**config.mk**
```make
export PLATFORM = sky130hd
export DESIGN_NAME = modexp_compute_cost_flat
export DESIGN_NICKNAME = d
export VERILOG_FILES = /design/src/hw/rtl/mexc_pkg.sv /design/src/hw/rtl/mexc_ifs.sv /design/src/hw/rtl/mexc_ctrl.sv /design/src/hw/rtl/mexc_dp.sv /design/src/hw/rtl/modexp_compute_cost.sv /design/src/flat_wrapper.sv
export SDC_FILE = /design/constraint.sdc
export NUM_CORES = 2
export LEC_CHECK = 0
export BUFFER_PORTS_ARGS = -buffer_cell sky130_fd_sc_hd__buf_4
export CORE_MARGIN = 5
export CORE_UTILIZATION = 40
export DETAILED_ROUTE_END_ITERATION = 6
export GPL_TIMING_DRIVEN = 0
export RECOVER_POWER = 50
export SLEW_MARGIN = 20
export SYNTH_ARGS = -nofsm -noshare
export SYNTH_HDL_FRONTEND = slang
export SYNTH_HIERARCHICAL = 1
export SYNTH_SLANG_ARGS = --single-unit
```
**constraint.sdc**
```tcl
create_clock -name clk -period 22.5 [get_ports clk]
set_input_delay 4.5 -clock clk [delete_from_list [all_inputs] [get_ports clk]]
set_output_delay 4.5 -clock clk [all_outputs]
set_load 0.02 [all_outputs]
```
**src/hw/rtl/mexc_pkg.sv**
```systemverilog
// Shared widths, constants and control types for the modexp compute-cost block.
package mexc_pkg;

	localparam int unsigned BYTE_W = 8;
	localparam int unsigned LEN_W  = 10;
	localparam int unsigned MSB_W  = 3;
	localparam int unsigned COST_W = 22;
	localparam int unsigned FAC_W  = LEN_W + MSB_W;   // adjusted exponent length
	localparam int unsigned SQ_W   = 2 * LEN_W;       // square of the longer operand
	localparam int unsigned MC_W   = 19;              // multiplication complexity
	localparam int unsigned PROD_W = MC_W + FAC_W;    // complexity times factor
	localparam int unsigned NUM_W  = PROD_W + 1;      // dividend incl. rounding term
	localparam int unsigned DVSR_W = 8;               // divisor width
	localparam int unsigned RCP_HALF = 17;            // reciprocal slice used per step
	localparam int unsigned RCP_W  = 2 * RCP_HALF;    // scaled reciprocal of the divisor
	localparam int unsigned RCP_SH = 41;              // reciprocal scale is 2^41
	localparam int unsigned PART_W = NUM_W + RCP_HALF; // one partial product
	localparam int unsigned ACC_W  = NUM_W + RCP_W;   // dividend times reciprocal
	localparam int unsigned QUO_W  = ACC_W - RCP_SH;  // quotient
	localparam int unsigned DIV_STEPS = 2;            // high slice, then low slice
	localparam int unsigned CNT_W  = $clog2(DIV_STEPS);

	localparam logic [LEN_W-1:0]  MAX_BYTES     = 10'd512;
	localparam logic [LEN_W-1:0]  POS_MAX       = 10'd1023;
	localparam logic [LEN_W-1:0]  TOP_WINDOW    = 10'd32;
	localparam logic [LEN_W-1:0]  SMALL_LEN_MAX = 10'd64;
	localparam logic [MC_W-1:0]   MC_LIN        = 19'd96;
	localparam logic [MC_W-1:0]   MC_OFS        = 19'd3072;
	localparam logic [FAC_W-1:0]  MIN_EXP_LEN   = 13'd75;
	localparam logic [FAC_W-1:0]  ONE_FACTOR    = 13'd15;
	localparam logic [DVSR_W-1:0] UNIT_DIVISOR  = 8'd189;
	localparam logic [NUM_W-1:0]  ROUND_UP      = NUM_W'(UNIT_DIVISOR - 8'd1);
	// ceil(2^41 / 189): exact floor quotient for every dividend below 2^33
	localparam logic [RCP_W-1:0]    RECIP       = 34'd11635043681;
	localparam logic [RCP_HALF-1:0] RECIP_HI    = RECIP[RCP_W-1:RCP_HALF];
	localparam logic [RCP_HALF-1:0] RECIP_LO    = RECIP[RCP_HALF-1:0];
	localparam logic [QUO_W:0]    BASE_UNITS    = 27'd422;
	localparam logic [COST_W-1:0] COST_MAX      = 22'h3FFFFF;

	typedef enum logic [5:0] {
		S_IDLE = 6'b000001,
		S_SQ   = 6'b000010,
		S_MC   = 6'b000100,
		S_MUL  = 6'b001000,
		S_DIV  = 6'b010000,
		S_DONE = 6'b100000
	} state_t;

	typedef struct packed {
		logic take_beat;   // input beat accepted
		logic take_last;   // accepted beat closes the exponent
		logic do_sq;       // form factor, square, error; clear tracker
		logic do_mc;       // piecewise complexity
		logic do_mul;      // complexity times factor
		logic do_div;      // one reciprocal partial product
		logic load_out;    // write result register
	} cmd_t;

	typedef struct packed {
		logic div_done;    // current division step is the final one
	} sts_t;

endpackage

```
**src/hw/rtl/mexc_ifs.sv**
```systemverilog
// Valid/ready channel interfaces for exponent beats and cost results.
interface mexc_in_if;
	logic                         valid;
	logic                         ready;
	logic [mexc_pkg::BYTE_W-1:0]  exponent_byte;
	logic                         byte_present;
	logic                         last_item;
	logic [mexc_pkg::LEN_W-1:0]   exponent_length;
	logic [mexc_pkg::LEN_W-1:0]   base_length;
	logic [mexc_pkg::LEN_W-1:0]   modulus_length;

	modport source (
		output valid, exponent_byte, byte_present, last_item,
		       exponent_length, base_length, modulus_length,
		input  ready
	);
	modport sink (
		input  valid, exponent_byte, byte_present, last_item,
		       exponent_length, base_length, modulus_length,
		output ready
	);
endinterface

interface mexc_out_if;
	logic                         valid;
	logic                         ready;
	logic [mexc_pkg::COST_W-1:0]  compute_cost;
	logic                         length_error;

	modport source (output valid, compute_cost, length_error, input ready);
	modport sink   (input valid, compute_cost, length_error, output ready);
endinterface

```
**src/hw/rtl/mexc_ctrl.sv**
```systemverilog
// Sequencer for the cost block: beat intake, arithmetic steps, result handoff.
module mexc_ctrl (
	input  logic              clk,
	input  logic              arst_n,
	input  logic              in_valid,
	input  logic              in_last,
	output logic              in_ready,
	output logic              out_valid,
	input  logic              out_ready,
	output mexc_pkg::cmd_t    cmd,
	input  mexc_pkg::sts_t    sts
);

	mexc_pkg::state_t state_q, state_d;
	logic out_valid_q;

	assign in_ready  = (state_q == mexc_pkg::S_IDLE);
	assign out_valid = out_valid_q;

	always_comb begin
		cmd           = '0;
		state_d       = state_q;
		cmd.take_beat = in_valid && in_ready;
		cmd.take_last = cmd.take_beat && in_last;
		unique case (state_q)
			mexc_pkg::S_IDLE: begin
				if (cmd.take_last) state_d = mexc_pkg::S_SQ;
			end
			mexc_pkg::S_SQ: begin
				cmd.do_sq = 1'b1;
				state_d   = mexc_pkg::S_MC;
			end
			mexc_pkg::S_MC: begin
				cmd.do_mc = 1'b1;
				state_d   = mexc_pkg::S_MUL;
			end
			mexc_pkg::S_MUL: begin
				cmd.do_mul = 1'b1;
				state_d    = mexc_pkg::S_DIV;
			end
			mexc_pkg::S_DIV: begin
				cmd.do_div = 1'b1;
				if (sts.div_done) state_d = mexc_pkg::S_DONE;
			end
			mexc_pkg::S_DONE: begin
				// wait for the result register to free up
				if (!out_valid_q || out_ready) begin
					cmd.load_out = 1'b1;
					state_d      = mexc_pkg::S_IDLE;
				end
			end
			default: state_d = mexc_pkg::S_IDLE;
		endcase
	end

	always_ff @(posedge clk or negedge arst_n) begin
		if (!arst_n) begin
			state_q     <= mexc_pkg::S_IDLE;
			out_valid_q <= 1'b0;
		end else begin
			state_q <= state_d;
			if (cmd.load_out) out_valid_q <= 1'b1;
			else if (out_ready) out_valid_q <= 1'b0;
		end
	end

	a_no_overwrite: assert property (@(posedge clk) disable iff (!arst_n)
		cmd.load_out |-> (!out_valid_q || out_ready))
		else $error("result register overwritten before delivery");

	a_last_starts: assert property (@(posedge clk) disable iff (!arst_n)
		cmd.take_last |=> (state_q == mexc_pkg::S_SQ))
		else $error("last beat did not start cost evaluation");

	a_div_ends: assert property (@(posedge clk) disable iff (!arst_n)
		(state_q == mexc_pkg::S_DIV && sts.div_done) |=> (state_q == mexc_pkg::S_DONE))
		else $error("division did not finish on its final step");

endmodule

```
**src/hw/rtl/mexc_dp.sv**
```systemverilog
// Datapath: exponent tracker, complexity arithmetic, reciprocal divider, result register.
module mexc_dp #(
	parameter logic [mexc_pkg::LEN_W-1:0] MAX_BYTES = mexc_pkg::MAX_BYTES
) (
	input  logic                          clk,
	input  logic                          arst_n,
	input  mexc_pkg::cmd_t                cmd,
	output mexc_pkg::sts_t                sts,
	input  logic [mexc_pkg::BYTE_W-1:0]   exponent_byte,
	input  logic                          byte_present,
	input  logic [mexc_pkg::LEN_W-1:0]    exponent_length,
	input  logic [mexc_pkg::LEN_W-1:0]    base_length,
	input  logic [mexc_pkg::LEN_W-1:0]    modulus_length,
	output logic [mexc_pkg::COST_W-1:0]   compute_cost,
	output logic                          length_error
);

	function automatic logic [mexc_pkg::MSB_W-1:0] top_bit(input logic [mexc_pkg::BYTE_W-1:0] b);
		logic [mexc_pkg::MSB_W-1:0] k;
		k = '0;
		for (int i = 1; i < mexc_pkg::BYTE_W; i++)
			if (b[i]) k = mexc_pkg::MSB_W'(i);
		return k;
	endfunction

	// exponent tracker
	logic [mexc_pkg::LEN_W-1:0] pos_q, top_pos_q;
	logic [mexc_pkg::MSB_W-1:0] top_msb_q;
	logic                       any_q, eq_one_q;

	// captured lengths and arithmetic registers
	logic [mexc_pkg::LEN_W-1:0]  elen_q, blen_q, mlen_q, maxlen_q;
	logic [mexc_pkg::SQ_W-1:0]   sq_q;
	logic [mexc_pkg::FAC_W-1:0]  factor_q;
	logic                        err_q;
	logic [mexc_pkg::MC_W-1:0]   mc_q;
	logic [mexc_pkg::NUM_W-1:0]  num_q;
	logic [mexc_pkg::ACC_W-1:0]  acc_q;
	logic [mexc_pkg::CNT_W-1:0]  cnt_q;
	logic [mexc_pkg::COST_W-1:0] cost_q;
	logic                        lerr_q;

	logic                          beat_in_range, byte_nz;
	logic [mexc_pkg::LEN_W-1:0]    lo, maxlen;
	logic [mexc_pkg::FAC_W-1:0]    adj, factor_d;
	logic                          err_d;
	logic [mexc_pkg::MC_W-1:0]     mc_d;
	logic [mexc_pkg::PROD_W-1:0]   prod;
	logic [mexc_pkg::RCP_HALF-1:0] rcp_part;
	logic [mexc_pkg::PART_W-1:0]   part;
	logic [mexc_pkg::QUO_W-1:0]    quo;
	logic [mexc_pkg::QUO_W:0]      sum;
	logic [mexc_pkg::COST_W-1:0]   cost_d;

	assign beat_in_range = byte_present && (pos_q < exponent_length);
	assign byte_nz       = (exponent_byte != '0);

	always_ff @(posedge clk or negedge arst_n) begin
		if (!arst_n) begin
			pos_q     <= '0;
			top_pos_q <= '0;
			top_msb_q <= '0;
			any_q     <= 1'b0;
			eq_one_q  <= 1'b0;
		end else if (cmd.do_sq) begin
			pos_q     <= '0;
			top_pos_q <= '0;
			top_msb_q <= '0;
			any_q     <= 1'b0;
			eq_one_q  <= 1'b0;
		end else if (cmd.take_beat && byte_present) begin
			if (beat_in_range) begin
				if (pos_q == '0) eq_one_q <= (exponent_byte == mexc_pkg::BYTE_W'(1));
				else if (byte_nz) eq_one_q <= 1'b0;
				if (byte_nz) begin
					top_pos_q <= pos_q;
					top_msb_q <= top_bit(exponent_byte);
					any_q     <= 1'b1;
				end
			end
			if (pos_q < mexc_pkg::POS_MAX) pos_q <= pos_q + 1'b1;
		end
	end

	// factor: 15 for a unit exponent, else adjusted length floored at 75
	always_comb begin
		lo     = (elen_q > mexc_pkg::TOP_WINDOW) ? (elen_q - mexc_pkg::TOP_WINDOW) : '0;
		maxlen = (blen_q > mlen_q) ? blen_q : mlen_q;
		if (any_q && (top_pos_q >= lo)) adj = {top_pos_q, top_msb_q};
		else adj = {lo, mexc_pkg::MSB_W'(0)};
		if (eq_one_q && (elen_q != '0)) factor_d = mexc_pkg::ONE_FACTOR;
		else if (adj < mexc_pkg::MIN_EXP_LEN) factor_d = mexc_pkg::MIN_EXP_LEN;
		else factor_d = adj;
		err_d = (blen_q > MAX_BYTES) || (elen_q > MAX_BYTES) ||
			(mlen_q > MAX_BYTES) || (mlen_q == '0);
	end

	// lengths stay below 1024, so the x/16 branch of the complexity never applies
	always_comb begin
		if (maxlen_q <= mexc_pkg::SMALL_LEN_MAX) mc_d = mexc_pkg::MC_W'(sq_q);
		else mc_d = mexc_pkg::MC_W'(sq_q >> 2) + mexc_pkg::MC_W'(maxlen_q) * mexc_pkg::MC_LIN
			- mexc_pkg::MC_OFS;
	end

	assign prod  = mexc_pkg::PROD_W'(mc_q) * mexc_pkg::PROD_W'(factor_q);

	// divide by 189: dividend times ceil(2^41/189), high slice first, then shift in low
	assign rcp_part = (cnt_q == '0) ? mexc_pkg::RECIP_HI : mexc_pkg::RECIP_LO;
	assign part     = mexc_pkg::PART_W'(num_q) * mexc_pkg::PART_W'(rcp_part);
	assign quo      = acc_q[mexc_pkg::ACC_W-1:mexc_pkg::RCP_SH];
	assign sum      = {1'b0, quo} + mexc_pkg::BASE_UNITS;
	assign cost_d   = (sum > (mexc_pkg::QUO_W+1)'(mexc_pkg::COST_MAX)) ? mexc_pkg::COST_MAX
		: sum[mexc_pkg::COST_W-1:0];

	assign sts.div_done = (cnt_q == mexc_pkg::CNT_W'(mexc_pkg::DIV_STEPS - 1));

	always_ff @(posedge clk) begin
		if (cmd.take_last) begin
			elen_q <= exponent_length;
			blen_q <= base_length;
			mlen_q <= modulus_length;
		end
		if (cmd.do_sq) begin
			maxlen_q <= maxlen;
			sq_q     <= mexc_pkg::SQ_W'(maxlen) * mexc_pkg::SQ_W'(maxlen);
			factor_q <= factor_d;
			err_q    <= err_d;
		end
		if (cmd.do_mc) mc_q <= mc_d;
		if (cmd.do_mul) begin
			// ceiling: add divisor - 1 ahead of the division
			num_q <= mexc_pkg::NUM_W'(prod) + mexc_pkg::ROUND_UP;
			acc_q <= '0;
			cnt_q <= '0;
		end
		if (cmd.do_div) begin
			acc_q <= {acc_q[mexc_pkg::ACC_W-1-mexc_pkg::RCP_HALF:0], mexc_pkg::RCP_HALF'(0)}
				+ mexc_pkg::ACC_W'(part);
			cnt_q <= cnt_q + 1'b1;
		end
		if (cmd.load_out) begin
			cost_q <= err_q ? '0 : cost_d;
			lerr_q <= err_q;
		end
	end

	assign compute_cost = cost_q;
	assign length_error = lerr_q;

	a_quotient: assert property (@(posedge clk) disable iff (!arst_n)
		cmd.load_out |-> ((64'(quo) * 64'(mexc_pkg::UNIT_DIVISOR) <= 64'(num_q)) &&
			(64'(num_q) < 64'(quo) * 64'(mexc_pkg::UNIT_DIVISOR)
				+ 64'(mexc_pkg::UNIT_DIVISOR))))
		else $error("reciprocal divide gave a wrong quotient");

	a_tracker_clear: assert property (@(posedge clk) disable iff (!arst_n)
		cmd.do_sq |=> (pos_q == '0 && !any_q && !eq_one_q))
		else $error("exponent tracker not cleared after last beat");

endmodule

```
**src/hw/rtl/modexp_compute_cost.sv**
```systemverilog
// Top level of the modexp compute-cost block: channels, sequencer and datapath.
//
//   channel  dir  payload                                             beat
//   item     in   exponent_byte, byte_present, last_item,             one exponent byte
//                 exponent_length, base_length, modulus_length
//   result   out  compute_cost, length_error                          one cost per exponent
//
// A beat without last_item keeps the sequencer idle, so bytes of one exponent stream at one per cycle.
// A beat with last_item starts the cost evaluation: factor and square, complexity,
// one multiply, then the divide by 189 as a multiply by its scaled reciprocal in two
// 17-bit slices, then the result is written once the result register is free; the
// next item beat is taken after that write.
// The result sits in an output register; a stalled result only holds the block
// once the following exponent's cost is ready to be written.
// arst_n clears the sequencer, the tracker and the result valid; no clearing pass.
module modexp_compute_cost #(
	parameter logic [mexc_pkg::LEN_W-1:0] MAX_BYTES = mexc_pkg::MAX_BYTES
) (
	input  logic        clk,
	input  logic        arst_n,
	mexc_in_if.sink     item,
	mexc_out_if.source  result
);

	mexc_pkg::cmd_t cmd;
	mexc_pkg::sts_t sts;

	// sequencer: owns both handshakes
	mexc_ctrl u_ctrl (
		.clk       (clk),
		.arst_n    (arst_n),
		.in_valid  (item.valid),
		.in_last   (item.last_item),
		.in_ready  (item.ready),
		.out_valid (result.valid),
		.out_ready (result.ready),
		.cmd       (cmd),
		.sts       (sts)
	);

	// datapath: tracker, arithmetic, divider, result register
	mexc_dp #(
		.MAX_BYTES (MAX_BYTES)
	) u_dp (
		.clk             (clk),
		.arst_n          (arst_n),
		.cmd             (cmd),
		.sts             (sts),
		.exponent_byte   (item.exponent_byte),
		.byte_present    (item.byte_present),
		.exponent_length (item.exponent_length),
		.base_length     (item.base_length),
		.modulus_length  (item.modulus_length),
		.compute_cost    (result.compute_cost),
		.length_error    (result.length_error)
	);

endmodule
```
**src/flat_wrapper.sv**
```systemverilog
// flat-port wrapper written by rule: the top's interface ports become plain ports
module modexp_compute_cost_flat 
#(
	parameter logic [mexc_pkg::LEN_W-1:0] MAX_BYTES = mexc_pkg::MAX_BYTES
)
  (clk, arst_n, item_valid, item_exponent_byte, item_byte_present, item_last_item, item_exponent_length, item_base_length, item_modulus_length, item_ready, result_valid, result_compute_cost, result_length_error, result_ready);
  mexc_in_if item_i ();
  mexc_out_if result_i ();
  input  logic clk;
  input  logic arst_n;
  input wire logic [$bits(item_i.valid)-1:0] item_valid;
  input wire logic [$bits(item_i.exponent_byte)-1:0] item_exponent_byte;
  input wire logic [$bits(item_i.byte_present)-1:0] item_byte_present;
  input wire logic [$bits(item_i.last_item)-1:0] item_last_item;
  input wire logic [$bits(item_i.exponent_length)-1:0] item_exponent_length;
  input wire logic [$bits(item_i.base_length)-1:0] item_base_length;
  input wire logic [$bits(item_i.modulus_length)-1:0] item_modulus_length;
  output wire logic [$bits(item_i.ready)-1:0] item_ready;
  output wire logic [$bits(result_i.valid)-1:0] result_valid;
  output wire logic [$bits(result_i.compute_cost)-1:0] result_compute_cost;
  output wire logic [$bits(result_i.length_error)-1:0] result_length_error;
  input wire logic [$bits(result_i.ready)-1:0] result_ready;
  assign item_i.valid = item_valid;
  assign item_i.exponent_byte = item_exponent_byte;
  assign item_i.byte_present = item_byte_present;
  assign item_i.last_item = item_last_item;
  assign item_i.exponent_length = item_exponent_length;
  assign item_i.base_length = item_base_length;
  assign item_i.modulus_length = item_modulus_length;
  assign item_ready = item_i.ready;
  assign result_valid = result_i.valid;
  assign result_compute_cost = result_i.compute_cost;
  assign result_length_error = result_i.length_error;
  assign result_i.ready = result_ready;
  modexp_compute_cost #(.MAX_BYTES(MAX_BYTES)) u_core (.clk(clk), .arst_n(arst_n), .item(item_i), .result(result_i));
endmodule
```
Word level (Yosys, flattened, before mapping)
Cells that the tools add are included.

Bits of input ports: 44. Output and inout port bits: 25. Bits in registers: 249.

Muxes and demuxes: 50. Multiply operators: 4. Order comparisons: 11. Reductions and logical operators: 27. Add/sub/neg operators: 8. Equality and inequality tests: 10.

Operator list (count): 2-to-1 mux 67 bit (2); 2-to-1 mux 10 bit (9); adder 67 x 50 -> 67 bit (1); multiplier 33 x 17 -> 50 bit (1); case mux 6 bit (6 select lines) (1); adder 32 x 8 -> 33 bit (second input constant) (1); multiplier 19 x 13 -> 32 bit (1); greater-than comparator 10 bit (second input constant) (3); 2-to-1 mux 3 bit (10); adder 26 x 9 -> 27 bit (second input constant) (1); greater-than comparator 27 x 22 -> 1 bit (second input constant) (1); 2-to-1 mux 22 bit (1); logical NOT 10 bit (2); multiplier 10 x 10 -> 20 bit (1); 2-to-1 mux 1 bit (20); adder 18 x 17 -> 19 bit (1); 2-to-1 mux 19 bit (1); subtractor 19 x 12 -> 19 bit (second input constant) (1); 2-to-1 mux 6 bit (3); 2-to-1 mux 17 bit (1); less-than comparator 13 x 7 -> 1 bit (second input constant) (1); 2-to-1 mux 13 bit (1); multiplier 10 x 2 -> 12 bit (second input constant) (1); nonzero test 2 bit (6); other kinds (28) (39).

Depth between registers and ports, before layout
Word-level depth: 11. Gate-level depth with buffers: 31.

Hierarchy
Netlist, hierarchy kept.

By module, submodules not included: mexc_dp (times used 1, cells an instance 3639, sequential area each 7081.8 µm², area each 35404.0 µm²); mexc_ctrl (times used 1, cells an instance 41, sequential area each 176.4 µm², area each 427.9 µm²).

Worst setup path after synthesis
No wires, ideal clock.

Path type: reg2reg. From: reg u_core.u_dp.cnt_q (netlist: u_core/u_dp/sts). To: reg u_core/u_dp/acc_q[46] in the netlist's numbering (data pin). Path slack: 15.153 ns. Cell stages (with the launch flop): 28. Arrival: 7.093 ns. Buffers on the path: 3. Cell sequence: edfxtp_1 clkbuf_1 clkbuf_1 clkbuf_1 nand2_1 inv_1 fa_1 ha_1 inv_1 fa_1 inv_1 fa_1 inv_1 fa_1 inv_1 fa_1 ha_1 and3_1 and3_1 or4b_1 a21oi_1 o31ai_1 a2111oi_0 o31ai_1 a21oi_1 o21ai_1 xor2_1 and2_1.

Longest elaborated chain between the ends: 4.

RTL lines: start, declared (RTL line mexc_dp.sv:39) `logic [mexc_pkg::CNT_W-1:0] cnt_q;`; start signal, assigned (RTL line mexc_dp.sv:139) `cnt_q <= cnt_q + 1'b1;`; 2-to-1 mux 17 bit (RTL line mexc_dp.sv:108) `assign rcp_part = (cnt_q == '0) ? mexc_pkg::RECIP_HI : mexc_pkg::RECIP_LO;`; multiplier 33 x 17 -> 50 bit (RTL line mexc_dp.sv:109) `assign part = mexc_pkg::PART_W'(num_q) * mexc_pkg::PART_W'(rcp_part);`; adder 67 x 50 -> 67 bit (RTL line mexc_dp.sv:138) `+ mexc_pkg::ACC_W'(part);`; 2-to-1 mux 67 bit (RTL line mexc_dp.sv:136) `if (cmd.do_div) begin`; end signal, assigned (RTL line mexc_dp.sv:137) `acc_q <= {acc_q[mexc_pkg::ACC_W-1-mexc_pkg::RCP_HALF:0], mexc_pkg::RCP_HALF'(0)}`; end, declared (RTL line mexc_dp.sv:38) `logic [mexc_pkg::ACC_W-1:0] acc_q;`.

Every way passes these cells. A chain may end at the register's enable or synchronous reset.

Worst setup path in the final report
From: reg u_core.u_dp.cnt_q (netlist: u_core/u_dp/sts). To: reg u_core/u_dp/acc_q[64] in the netlist's numbering (data pin).

Same word-level chain as after synthesis.

==> results by group <==
Global routing
  • Largest net degree at the start of global routing: 40
  • GR Overflow Total: 0
  • First-pass GRT wire length: 141,000 um
  • Vias in the first global route: 26,600
  • GRT Overall Usage: a little under a fifth
  • Antenna violations before repair: 2

STA
  • Minimum clock period: ~10 ns
  • RSZ-0062 raised after global routing: false
  • Worst Tran Pin Value: roughly 2.4 ns
  • Clk_skew: 0.0201 ns
  • Fin Setup TNS: 0 ns
  • Fin crit share: between 40% and 50%
  • Hold Vio Cnt, Final: 0
  • Max_slew headroom: -63.1%
  • Final slew viol count: around 100
  • Fmax: 100 MHz
  • Final-report setup violation count: 0

Finish
  • Layout cells sized above 1: between 3 and 4%
  • Design area: 38,800 um2
  • Multi-input logic area: 25,100 um2
  • Non-Filler Instances: 4,986
  • ANT cells: 0
  • FF/Latch Area: ~7300 um2
  • Fill cells: about 8,600
  • Area Growth Syn to Fin: 8.42%
  • Final #Nets: between 4,000 and 5,000

Routing
  • Vias per inst: 4.99
  • DRC: 0
  • Antenna Nets Post-Route: 0
  • Initial DRT Pass Iterations: 5
  • Via count: 24,900
  • Detailed Route Iter0 Violations: 1,322
  • Routed WL per cell: 17.4 um
  • Final wirelength: 86,700 um

Logic synthesis
  • Synth area leaders: fa_1 29%, edfxtp_1 18%, ha_1 17%
  • Ys flop type: edfxtp_1
  • Register area share after synthesis: 20.3%
  • Average size of a mapped cell: 9.74 um2
  • Synth top area share: about 29%
  • Synthesized area: 35,800 um2
  • EDFF count, synth: 215
  • Ys Warns: 6
  • Synthesized instance count: 3,680
  • Synth area leader: fa_1
  • Post-synth cell types: 87
  • Share of async-settable or async-resettable flops after synthesis: ~13%
  • Flops & latches, synth: 247

Clock tree
  • Num Clock Sinks: around 250
  • Clock buffer depth: 3
  • Total CTS buffers: 31
  • CTS tree: yes
  • Post-CTS sizing: 0
  • H-tree depth: 1
  • Post-CTS setup buffer count: 0
  • Worst skew pair latency: 0.60 ns
  • Root buf cell: clkbuf_16
  • CTS clk-pin slew, worst paths: 0.06 ns
  • Hold_buf cts: 0

Floorplanning
  • Die X-Extent: about 310 um
  • Row count: 109
  • Die height: approximately 310 um
  • Total die area: 95,700 um2
  • Initial Util: 40.4%
  • Core area: 88,600 um2
  • Top-level I/O count: 69

Placed design
  • IO Port Bufs: roughly 70
  • Placer Congestion: 0.918
  • DP Cell Count: 4,928
  • Placed instance area: 37,900 um2
  • DP HPWL: 74,100 um

Setup path
  • Max FO, Critical Path: 10
  • Worst Path Required: around 23 ns
  • Reg-to-reg slack, setup: around 13 ns
  • CP Class: reg -> reg
  • Worst setup EP type: register
  • Reg2Reg Depth: 25
  • CP Launch Type: register
  • Worst r2r dst: u_core/u_dp/acc_q[64]$_SDFFCE_PN0P_
  • Data arrival, critical path: 10.35 ns
  • Worst R2R Start: u_core/u_dp/sts$_SDFFCE_PN0P_

Power
  • Sequential fraction of design power: a little over an eighth
  • Static leakage: about 0.02 uW
  • PD cells: 146 nW/um2
  • Comb pwr share: 77.8%
  • Switch share: 49.0%
  • Switching power: 2770 uW
  • VDD IR max: ~0.24 mV
  • Clock power frac: 8.8%
  • Internal Power: 2890 uW

Min path
  • HP Class: reg -> reg
  • Worst min-delay path startpoint: u_core/u_dp/sts$_SDFFCE_PN0P_
  • End of the worst hold path: u_core/u_ctrl/state_q[5]$_DFFE_PN0P_
  • Hold path cells: 1

Job
  • Max-Cap Viols: 3

Outcome
  • Failing checks: capacitance limit, slew limit
  • Outcome: finished with violations
## stage by stage
stage | worst slack [ns] | total power, uW | util (%) | hold WS [ns]
final | 12.50 | 5660 | 43.8 | 0.539
after global routing | 12.25 | 6340 | 43.8 | 0.567
after CTS | 12.60 | 5720 | 43.9 | 0.543
after detailed placement | 12.63 | 5170 | 42.8 | 0.528
after global placement | 12.68 | 5130 | 42.7 | 0.515
after floorplan | 15.15 | 4120 | - | 0.475
## final cells by class
type,count,area share [%]
inverter,783,7.57
buffer,151,1.47
multi-input combinational,2503,64.5
tap,1165,3.75
sequential,247,18.7
clock buffer,39,2.15
clock inverter,19,0.448
timing repair buffer,79,1.43
## worst max-delay path by stage
stage | startpoint | endpoint | slack (ns) | depth (start not counted)
after global routing | u_core/u_dp/sts$_SDFFCE_PN0P_ | u_core/u_dp/acc_q[64]$_SDFFCE_PN0P_ | 12.25 | 25
final | u_core/u_dp/sts$_SDFFCE_PN0P_ | u_core/u_dp/acc_q[64]$_SDFFCE_PN0P_ | 12.50 | 25
after global placement | u_core/u_dp/sts$_SDFFCE_PN0P_ | u_core/u_dp/acc_q[64]$_SDFFCE_PN0P_ | 12.68 | 25
after floorplan | u_core/u_dp/sts$_SDFFCE_PN0P_ | u_core/u_dp/acc_q[46]$_SDFFCE_PN0P_ | 15.15 | 27
after CTS | u_core/u_dp/sts$_SDFFCE_PN0P_ | u_core/u_dp/acc_q[64]$_SDFFCE_PN0P_ | 12.60 | 25
after detailed placement | u_core/u_dp/sts$_SDFFCE_PN0P_ | u_core/u_dp/acc_q[64]$_SDFFCE_PN0P_ | 12.63 | 25
## power by group through the flow
stage | registers, uW | logic (uW) | clock network, uW
global route | 759 | 5040 | 535
global placement | 765 | 4360 | 0
finish | 755 | 4410 | 499
floorplan | 747 | 3370 | 0
CTS | 754 | 4450 | 516
detailed placement | 763 | 4400 | 0
## layout by cell type (no fill, tap or decap), drive strengths merged, types with 5 or more instances in the layout
| master | n |
|---|---|
| a211oi | 12 |
| a21boi | 7 |
| a21o | 66 |
| a21oi | 151 |
| a31oi | 14 |
| and2 | 141 |
| and3 | 28 |
| and3b | 5 |
| and4 | 7 |
| buf | 70 |
| clkbuf | 199 |
| clkinv | 13 |
| conb | 6 |
| dfrtp | 31 |
| edfxtp | 215 |
| fa | 516 |
| ha | 495 |
| inv | 784 |
| mux2 | 8 |
| mux2i | 12 |
| nand2 | 389 |
| nand2b | 47 |
| nand3 | 37 |
| nand3b | 5 |
| nand4 | 28 |
| nor2 | 117 |
| nor2b | 17 |
| nor3 | 25 |
| nor3b | 10 |
| nor4 | 10 |
| o211ai | 6 |
| o21a | 13 |
| o21ai | 83 |
| o21bai | 21 |
| o31ai | 10 |
| or2 | 8 |
| or3 | 11 |
| xnor2 | 94 |
| xor2 | 49 |
## per-layer routing
layer | track usage (%) | share of wire, % | vias to the layer above | wire length, um
met4 | 5.20 | 3.3 | 0 | 2900
met5 | 0 | 0 | - | 0
met3 | 2.63 | 4.3 | 136 | 3750
li1 | - | - | 11900 | -
met2 | 33.0 | 50 | 493 | 43200
met1 | 23.6 | 42 | 12300 | 36800
## critical path, cell delays in order (launching register included)
cell and delay [ns]:
edfxtp_1 0.38, clkbuf_1 0.54, clkbuf_1 0.73, clkbuf_1 0.61, nand2_1 0.22, inv_1 0.26, fa_1 0.48, ha_1 0.29
inv_1 0.05, fa_1 0.50, inv_1 0.06, fa_1 0.47, fa_1 0.52, fa_1 0.54, ha_1 0.42, a2111oi_0 0.16
o21ai_1 0.14, nor4b_1 0.61, a21oi_1 0.28, o31ai_1 0.71, a2bb2oi_1 0.27, o31ai_1 0.71, and4_1 0.34, nand4_1 0.12
xnor2_1 0.15, and2_1 0.15
## logic make-up after synthesis
| group | after synthesis | share of synthesized area [%] |
|---|---|---|
| buf+inv | 934 | 9.82 |
| simple gates | 899 | 12.3 |
| fa+ha+maj | 1011 | 46.1 |
| flops | 247 | 20.3 |
| compound gates | 424 | 7.43 |
| xor+xnor | 143 | 3.50 |
| other cells | 2 | 0.0210 |
| mux | 20 | 0.587 |
## cells in the mapped netlist, types with 4 or more instances
cell type / count
nor4_1: 10
o211ai_1: 6
a31oi_1: 14
a211oi_1: 12
nor2b_1: 17
mux2_2: 7
fa_1: 516
nand2b_1: 47
nor2_1: 117
ha_1: 495
and3b_1: 5
inv_1: 781
nand2_1: 389
clkbuf_1: 140
and4_1: 7
nand4_1: 28
nand3b_1: 5
o21ai_0: 54
xnor2_1: 94
a21o_1: 66
edfxtp_1: 215
a21boi_1: 5
buf_1: 5
or2_2: 6
dfrtp_1: 31
nor3b_1: 9
o31ai_1: 10
a21oi_1: 151
o21a_1: 13
nor3_1: 22
nand3_1: 37
buf_2: 4
xor2_1: 49
and2_1: 140
o21ai_1: 29
and3_1: 26
mux2i_1: 12
or3_1: 11
o21bai_1: 21
## sequential cells by signal, summed over array words and instances, names as in the netlist, 13 cells and up
| signal | cells |
|---|---|
| u_core/u_dp/acc_q | 67 |
| u_core/u_dp/compute_cost | 22 |
| u_core/u_dp/factor_q | 13 |
| u_core/u_dp/mc_q | 19 |
| u_core/u_dp/num_q | 33 |
| u_core/u_dp/sq_q | 18 |
Note: power is estimated with default switching activity, not from simulation.
